===== config.mk =====
export PLATFORM = sky130hd
export DESIGN_NAME = bounding_box_tracker_3d
export DESIGN_NICKNAME = d
export VERILOG_FILES = /design/src/sv/bbt_pkg.sv /design/src/sv/bounding_box_tracker_3d.sv /design/src/sv/bbt_corner_unit.sv /design/src/sv/bbt_result_calc.sv
export VERILOG_INCLUDE_DIRS = /design/src /design/src/sv
export SDC_FILE = /design/constraint.sdc
export NUM_CORES = 1
export LEC_CHECK = 0
export ABC_CLOCK_PERIOD_IN_PS = 25600
export BUFFER_PORTS_ARGS = -buffer_cell sky130_fd_sc_hd__buf_4
export CAP_MARGIN = 10
export CORE_ASPECT_RATIO = 0.8
export CORE_UTILIZATION = 55
export CTS_CLUSTER_DIAMETER = 100
export DETAILED_ROUTE_END_ITERATION = 6
export PLACE_DENSITY = 0.82
export SYNTH_ARGS = -nofsm -noshare
export SYNTH_HDL_FRONTEND = slang
export SYNTH_SLANG_ARGS = --single-unit

===== constraint.sdc =====
create_clock -name aclk -period 25.6 [get_ports aclk]
set_clock_uncertainty 0.2 [all_clocks]
set_input_delay 3.84 -clock aclk [delete_from_list [all_inputs] [get_ports aclk]]
set_output_delay 3.84 -clock aclk [all_outputs]
set_load 0.005 [all_outputs]

===== src/sv/bounding_box_tracker_3d_macros.svh =====
// Assertion macros for the bounding box tracker.
`ifndef BOUNDING_BOX_TRACKER_3D_MACROS_SVH
`define BOUNDING_BOX_TRACKER_3D_MACROS_SVH

// Same-cycle implication, disabled while reset is active.
`define BBT_ASSERT_NOW(label, clk, rstn, ante, cons) \
    label: assert property (@(posedge clk) disable iff (!(rstn)) (ante) |-> (cons)) \
        else $error("bbt assertion failed");

// Next-cycle implication, disabled while reset is active.
`define BBT_ASSERT_NEXT(label, clk, rstn, ante, cons) \
    label: assert property (@(posedge clk) disable iff (!(rstn)) (ante) |=> (cons)) \
        else $error("bbt assertion failed");

`endif


===== src/sv/bbt_pkg.sv =====
`default_nettype none

package bbt_pkg;

    typedef logic signed [31:0] coord_t;

    localparam logic REQ_CLEAR = 1'b0;
    localparam logic REQ_ADD   = 1'b1;

    localparam coord_t BOX_INIT_POS = 32'sd2560000;
    localparam coord_t BOX_INIT_NEG = -32'sd2560000;
    localparam logic [32:0] TWO_Q   = 33'd512;
    localparam logic [30:0] ONE_Q   = 31'd256;
    localparam logic [30:0] EMPTY_HALF = 31'd2560000;

    typedef struct packed {
        logic          req_type;
        logic signed [31:0] x_coord;
        logic signed [31:0] y_coord;
        logic signed [31:0] z_coord;
    } in_item_t;

    typedef struct packed {
        logic signed [31:0] lo_x;
        logic signed [31:0] lo_y;
        logic signed [31:0] lo_z;
        logic signed [31:0] hi_x;
        logic signed [31:0] hi_y;
        logic signed [31:0] hi_z;
        logic signed [31:0] mid_x;
        logic signed [31:0] mid_y;
        logic signed [31:0] mid_z;
        logic [30:0]        half_longest;
        logic               box_empty;
    } out_item_t;

    // Index 0 is x, 1 is y, 2 is z.
    typedef struct packed {
        coord_t [2:0] lo;
        coord_t [2:0] hi;
        logic         empty;
    } box_t;

endpackage

`default_nettype wire


===== src/sv/bounding_box_tracker_3d.sv =====
`default_nettype none

// 3D axis-aligned bounding box tracker. Each input transaction either clears
// the box (req_type 0) or adds one Q23.8 vertex (req_type 1), and produces
// exactly one result transaction with both corners, the centre, the empty
// flag and half the longest extent (at least 1.0) after the update. The block takes one
// transaction per clock cycle while the result channel is not stalled; a result is presented
// after its input has passed the input, corner update and result registers.
// The rate is set by the per-axis min/max update, which is combinational.
// Back-pressure on the result channel stalls the pipeline without loss.
module bounding_box_tracker_3d (
    input  wire logic              aclk,
    input  wire logic              aresetn,
    input  wire logic              s_valid,
    output logic                   s_ready,
    input  wire bbt_pkg::in_item_t s_item,
    output logic                   m_valid,
    input  wire logic              m_ready,
    output bbt_pkg::out_item_t     m_item
);

    logic               box_valid;
    bbt_pkg::box_t      box;
    bbt_pkg::out_item_t result;
    logic               m_valid_reg;
    bbt_pkg::out_item_t m_item_reg;
    logic               out_free;

    assign out_free = !m_valid_reg || m_ready;
    assign m_valid  = m_valid_reg;
    assign m_item   = m_item_reg;

    bbt_corner_unit u_corner (
        .aclk      (aclk),
        .aresetn   (aresetn),
        .s_valid   (s_valid),
        .s_ready   (s_ready),
        .s_item    (s_item),
        .box_take  (out_free),
        .box_valid (box_valid),
        .box       (box)
    );

    bbt_result_calc u_calc (
        .box    (box),
        .result (result)
    );

    always_ff @(posedge aclk) begin
        if (!aresetn) begin
            m_valid_reg <= 1'b0;
        end else if (out_free) begin
            m_valid_reg <= box_valid;
        end
    end

    always_ff @(posedge aclk) begin
        if (out_free && box_valid) begin
            m_item_reg <= result;
        end
    end

`include "bounding_box_tracker_3d_macros.svh"

    `BBT_ASSERT_NOW(a_empty_is_sentinel, aclk, aresetn, m_valid && m_item.box_empty,
        m_item.half_longest == bbt_pkg::EMPTY_HALF && m_item.mid_x == 32'sd0)
    `BBT_ASSERT_NOW(a_filled_ordered, aclk, aresetn, m_valid && !m_item.box_empty,
        $signed(m_item.lo_x) <= $signed(m_item.hi_x)
        && $signed(m_item.lo_z) <= $signed(m_item.hi_z))
    `BBT_ASSERT_NOW(a_half_floor, aclk, aresetn, m_valid,
        m_item.half_longest >= bbt_pkg::ONE_Q)
    `BBT_ASSERT_NEXT(a_clear_reaches_box, aclk, aresetn,
        u_corner.in_adv && u_corner.in_reg.req_type == bbt_pkg::REQ_CLEAR, box.empty)

endmodule

`default_nettype wire


===== src/sv/bbt_corner_unit.sv =====
`default_nettype none

module bbt_corner_unit (
    input  wire logic            aclk,
    input  wire logic            aresetn,
    input  wire logic            s_valid,
    output logic                 s_ready,
    input  wire bbt_pkg::in_item_t s_item,
    input  wire logic            box_take,
    output logic                 box_valid,
    output bbt_pkg::box_t        box
);

    logic              in_valid_reg;
    bbt_pkg::in_item_t in_reg;
    logic              box_valid_reg;
    bbt_pkg::box_t     box_reg;
    bbt_pkg::box_t     box_next;
    bbt_pkg::coord_t [2:0] coord;
    logic              box_free;
    logic              in_adv;

    assign box_free  = !box_valid_reg || box_take;
    assign in_adv    = in_valid_reg && box_free;
    assign s_ready   = !in_valid_reg || box_free;
    assign box_valid = box_valid_reg;
    assign box       = box_reg;

    assign coord[0] = in_reg.x_coord;
    assign coord[1] = in_reg.y_coord;
    assign coord[2] = in_reg.z_coord;

    always_comb begin
        box_next = box_reg;
        if (in_reg.req_type == bbt_pkg::REQ_ADD) begin
            for (int i = 0; i < 3; i++) begin
                if ($signed(coord[i]) < $signed(box_reg.lo[i])) begin
                    box_next.lo[i] = coord[i];
                end
                if ($signed(coord[i]) > $signed(box_reg.hi[i])) begin
                    box_next.hi[i] = coord[i];
                end
            end
            box_next.empty = 1'b0;
        end else begin
            for (int i = 0; i < 3; i++) begin
                box_next.lo[i] = bbt_pkg::BOX_INIT_POS;
                box_next.hi[i] = bbt_pkg::BOX_INIT_NEG;
            end
            box_next.empty = 1'b1;
        end
    end

    always_ff @(posedge aclk) begin
        if (!aresetn) begin
            in_valid_reg  <= 1'b0;
            box_valid_reg <= 1'b0;
            for (int i = 0; i < 3; i++) begin
                box_reg.lo[i] <= bbt_pkg::BOX_INIT_POS;
                box_reg.hi[i] <= bbt_pkg::BOX_INIT_NEG;
            end
            box_reg.empty <= 1'b1;
        end else begin
            if (s_ready) begin
                in_valid_reg <= s_valid;
            end
            if (box_free) begin
                box_valid_reg <= in_valid_reg;
            end
            if (in_adv) begin
                box_reg <= box_next;
            end
        end
    end

    always_ff @(posedge aclk) begin
        if (s_valid && s_ready) begin
            in_reg <= s_item;
        end
    end

endmodule

`default_nettype wire


===== src/sv/bbt_result_calc.sv =====
`default_nettype none

module bbt_result_calc (
    input  wire bbt_pkg::box_t  box,
    output bbt_pkg::out_item_t result
);

    logic signed [32:0] ext [3];
    logic signed [32:0] sum [3];
    logic signed [32:0] max01;
    logic signed [32:0] size;
    logic [32:0]        mag;
    logic [30:0]        half;

    always_comb begin
        for (int i = 0; i < 3; i++) begin
            ext[i] = {box.hi[i][31], box.hi[i]} - {box.lo[i][31], box.lo[i]};
            sum[i] = {box.lo[i][31], box.lo[i]} + {box.hi[i][31], box.hi[i]};
        end
        max01 = (ext[0] > ext[1]) ? ext[0] : ext[1];
        size  = (max01 > ext[2]) ? max01 : ext[2];
        mag   = size[32] ? 33'(-size) : 33'(size);
        half  = (mag >= bbt_pkg::TWO_Q) ? mag[31:1] : bbt_pkg::ONE_Q;
    end

    assign result.lo_x         = box.lo[0];
    assign result.lo_y         = box.lo[1];
    assign result.lo_z         = box.lo[2];
    assign result.hi_x         = box.hi[0];
    assign result.hi_y         = box.hi[1];
    assign result.hi_z         = box.hi[2];
    assign result.mid_x        = sum[0][32:1];
    assign result.mid_y        = sum[1][32:1];
    assign result.mid_z        = sum[2][32:1];
    assign result.half_longest = half;
    assign result.box_empty    = box.empty;

endmodule

`default_nettype wire

==> results <==
- The final wirelength is around 100 mm.
- After detailed placement, the design holds a cell count of 4689.
- In this run the post-CTS setup repair buffer count came out at 0.
- The count of different cell masters after synthesis is 94.
- Based on the critical path, the design can be clocked at up to ~0.084 GHz.
- No sink is reached through more buffers than the 3 on the longest clock path.
- In this run the power density over the cells is roughly 76 nW/um^2.
- The period utilization is 0.464.
- The later pin in the worst-skew pair is clocked with a latency of around 0.64 ns.
- The worst setup slack before clock tree synthesis is 13.96 ns.
- Among all stages on the critical path, the largest delay is contributed by sky130_fd_sc_hd__or2_2.
- The placed wire-length estimate after detailed placement is ~78 mm.
- Synthesis produced a netlist whose cell count is between 3000 and 4000.
- The average size of a mapped cell is around 10 sq um.
- The routed design could run at a clock period as short as 11.88 ns.
- The number of nets in the final layout is roughly 4400.
- Hold repair after CTS inserted 0 buffers.
- The xor and xnor area share after synthesis is 0.0498.
- The clock input transition at the sequential cells of the worst setup and hold paths is around 0.07 ns.
- The count of pins over their slew limit is 0.
- The largest driver fanout on the critical path is 56.
- In this run the worst setup path begins at u_corner.box[129]$_SDFFE_PN0P_.
- Data arrives at the worst endpoint at about 12 ns.
- The share of async-settable or async-resettable flops after synthesis is 0.
- In the routed layout, each cell is associated on average with a via count of approximately 6.0.
- The count of unresolved DRC violations after routing is 1.
- The height of the die is 232 um.
- Counting flops with a built-in enable in the synthesized netlist gives around 420.
- The die is approximately 290 um wide.
- The analysis attributes to cell leakage a power of between 15 and 20 nW.
- The portion of synthesized area spent on multiplexers is 0.00532.
- At the pin with the least slew margin, the transition time is around 1.1 ns.
- Once routing completed, OpenROAD measured the worst setup slack at 13.72 ns.
- After synthesis, the largest family of logic cells by area is compound AO/OA/AOI/OAI gates.
- In this design, the stage delay of the slowest critical-path cell is ~0.66 ns.
- The number of routed nets with antenna violations is 0.
- For this block, the initial DRC count from the detailed router was 2617.
- Across the whole layout, storage elements account for 16400 sq um.
- The number of buffers and inverters on the critical path is 5.
- The peak supply drop is 0.0000571 V.
- The cell at the root of the clock tree is sky130_fd_sc_hd__clkbuf_16.
- The family of cells with the greatest summed delay on the critical path is simple AND/OR/NAND/NOR gates.
- The number of buffers created by CTS is 59.
- The fill cell instance count of the final layout is ~5100.
- The data required time at the worst endpoint is 25.76 ns.
- In the layout the commonest cells are 446 x sky130_fd_sc_hd__ha_1, 443 x sky130_fd_sc_hd__buf_4, 417 x sky130_fd_sc_hd__edfxtp_1.
- The area fraction in compound gates after synthesis is 0.165.
- For this run, the register share of the synthesized area comes to 0.451.
- The worst hold path begins at u_corner.box[109]$_SDFFE_PN1P_.
- Setup violations remaining at the end of the flow were counted as 0.
- Across every metal layer, demand over resource in global routing totals 0.301.
- Once the clock tree was built, the resizer swapped 0 gates to a different size.
- The critical path endpoint category is a flip-flop.
- After routing, the total negative slack on setup checks comes to 0 ns.
- The total via count after detailed routing is 28900.
- The critical path is of the reg2reg type.
- During synthesis, Yosys emitted a total of 0 warnings.
- The initial antenna violation count was 2.
- Input and output buffers added on the ports amount to 422.
- The dominant cell type by count on the critical path is sky130_fd_sc_hd__inv_1.
- After detailed routing, the average wire length per cell comes to 21.6 um.
- After synthesis the netlist holds a flip-flop and latch count of 613.
- The initial core utilization is 0.556.
- The post-synthesis instance area is approximately 36000 sq um.
- The number of nets handed over by synthesis was around 4100.
- The number of sinks driven by the clock tree is approximately 610.
- The run finished, with violations left.
- In this run the standard cell core region covers about 66000 sq um.
- The die covers between 60000 and 70000 sq um.
- The final reports fail on DRC.
- The total overflow left after global routing is 0.
- Entering global routing, the biggest net connects ~150 pins.
- Setup repair after global routing left no endpoint under its margin.
- The adder-cell share of the synthesized area is 0.157.
- The count of TritonRoute iterations in the first routing pass is 7.
- Max-cap violations in this run came to 0.
- The final-report hold violation count is 0.
- The area of the multi-input gates is ~18000 sq um.
- The H-tree depth is 2.
- The worst slew slack as a fraction of its limit is 0.243.
- about 420 I/O pins were placed.
- The number of global-route vias before repair came to 27600.
- TritonCTS built the clock tree.
- The global-route wire length before repair is between 150 and 200 mm.
- After floorplanning, the core was divided into 84 placement rows.
- The startpoint class of the critical path is a flip-flop.
- The synthesized-area fraction occupied by and/or/nand/nor cells is 0.123.
- The critical register-to-register path startpoint is u_corner.box[129]$_SDFFE_PN0P_.
- The placer congestion estimate is between 0.9 and 1.
- The most used flip-flop cell after synthesis is sky130_fd_sc_hd__edfxtp_1.
- Compared with the post-synthesis result, the final layout area differs by 16.4%.
- The class of the tightest hold or removal check is reg2reg.
- The share of final-layout standard cells stronger than drive strength 1 is 0.157.
- The number of antenna diodes in the final layout is 0.
- The commonest non-fill, non-tap cell in the layout is sky130_fd_sc_hd__ha_1.
- The number of flip-flops under the largest register name is 320.
- After the flow finishes, the layout carries non-filler instances totaling 4800.
-- path summary, 6_finish.rpt --
kind / slack, ns / to / cells past startpoint
worst max-delay path: 13.72 / m_item[5]$_SDFFCE_PN0P_ / 43
worst min register to register: 0.27 / m_item[300]$_DFFE_PP_ / 0
worst min-delay path: 0.27 / m_item[300]$_DFFE_PP_ / 0
worst max register to register: 13.72 / m_item[5]$_SDFFCE_PN0P_ / 43
-- worst reg2reg max path: cells and delay by family (launching register included) --
family	cells	cell delay (ns)
adder cells (fa/ha/maj)	5	1.60
multiplexers	1	0.31
AO/OA/AOI/OAI	14	3.43
AND/OR/NAND/NOR	17	5.09
flip-flops	1	0.42
buffers and inverters	5	0.45
XOR/XNOR	1	0.14
-- per-stage QoR --
stage          power, W  hold slack, ns  instance area [sq um]   util
2_1_floorplan   0.00198           0.208                  36400      -
3_3_place_gp    0.00228           0.240                  40300  0.615
5_1_grt         0.00337           0.288                  42400  0.647
6_report        0.00323           0.265                  42400  0.647
4_1_cts         0.00321           0.263                  42400  0.647
3_5_place_dp    0.00229           0.244                  40300  0.615
-- synthesized netlist by cell type (86+ instances only) --
master | count | area [sq um]
sky130_fd_sc_hd__xnor2_1 | 148 | 1300
sky130_fd_sc_hd__a21oi_1 | 234 | 1170
sky130_fd_sc_hd__inv_1 | 317 | 1190
sky130_fd_sc_hd__clkbuf_1 | 111 | 417
sky130_fd_sc_hd__ha_1 | 446 | 5580
sky130_fd_sc_hd__dfxtp_1 | 196 | 3920
sky130_fd_sc_hd__nand2_1 | 222 | 833
sky130_fd_sc_hd__a21o_1 | 86 | 646
sky130_fd_sc_hd__nor2_1 | 167 | 627
sky130_fd_sc_hd__o21ai_0 | 177 | 886
sky130_fd_sc_hd__edfxtp_1 | 417 | 12500
sky130_fd_sc_hd__nor2b_1 | 113 | 707
-- power by group --
| group | internal [W] | leakage [nW] | switching (W) |
|---|---|---|---|
| Clock | 0.000527 | 1.01 | 0.000400 |
| Combinational | 0.000430 | 11.1 | 0.000681 |
| Sequential | 0.00115 | 5.44 | 0.0000439 |
-- area by class of cell --
| cell class | count | area share |
|---|---|---|
| tap | 860 | 0.0254 |
| timing repair buffer | 444 | 0.0789 |
| inverter | 317 | 0.0281 |
| clock inverter | 34 | 0.00835 |
| multi-input combinational | 2455 | 0.431 |
| clock buffer | 77 | 0.0404 |
| sequential | 613 | 0.388 |
-- cells by family after synthesis --
logic type,Yosys count
XOR/XNOR,203
multiplexers,19
AO/OA/AOI/OAI,908
AND/OR/NAND/NOR,871
buffers and inverters,455
flip-flops,613
adder cells (fa/ha/maj),454
-- per-layer routing --
| layer | share of wire | up-vias | wire (um) | global-route usage |
|---|---|---|---|---|
| met5 | 0 | - | 0 | 0 |
| met4 | 0.033 | 0 | 3470 | 0.108 |
| met3 | 0.076 | 221 | 7890 | 0.0445 |
| met2 | 0.45 | 1253 | 47100 | 0.478 |
| met1 | 0.44 | 13900 | 45200 | 0.418 |
| li1 | - | 13500 | - | - |
Note: power is estimated with default switching activity, not from simulation.
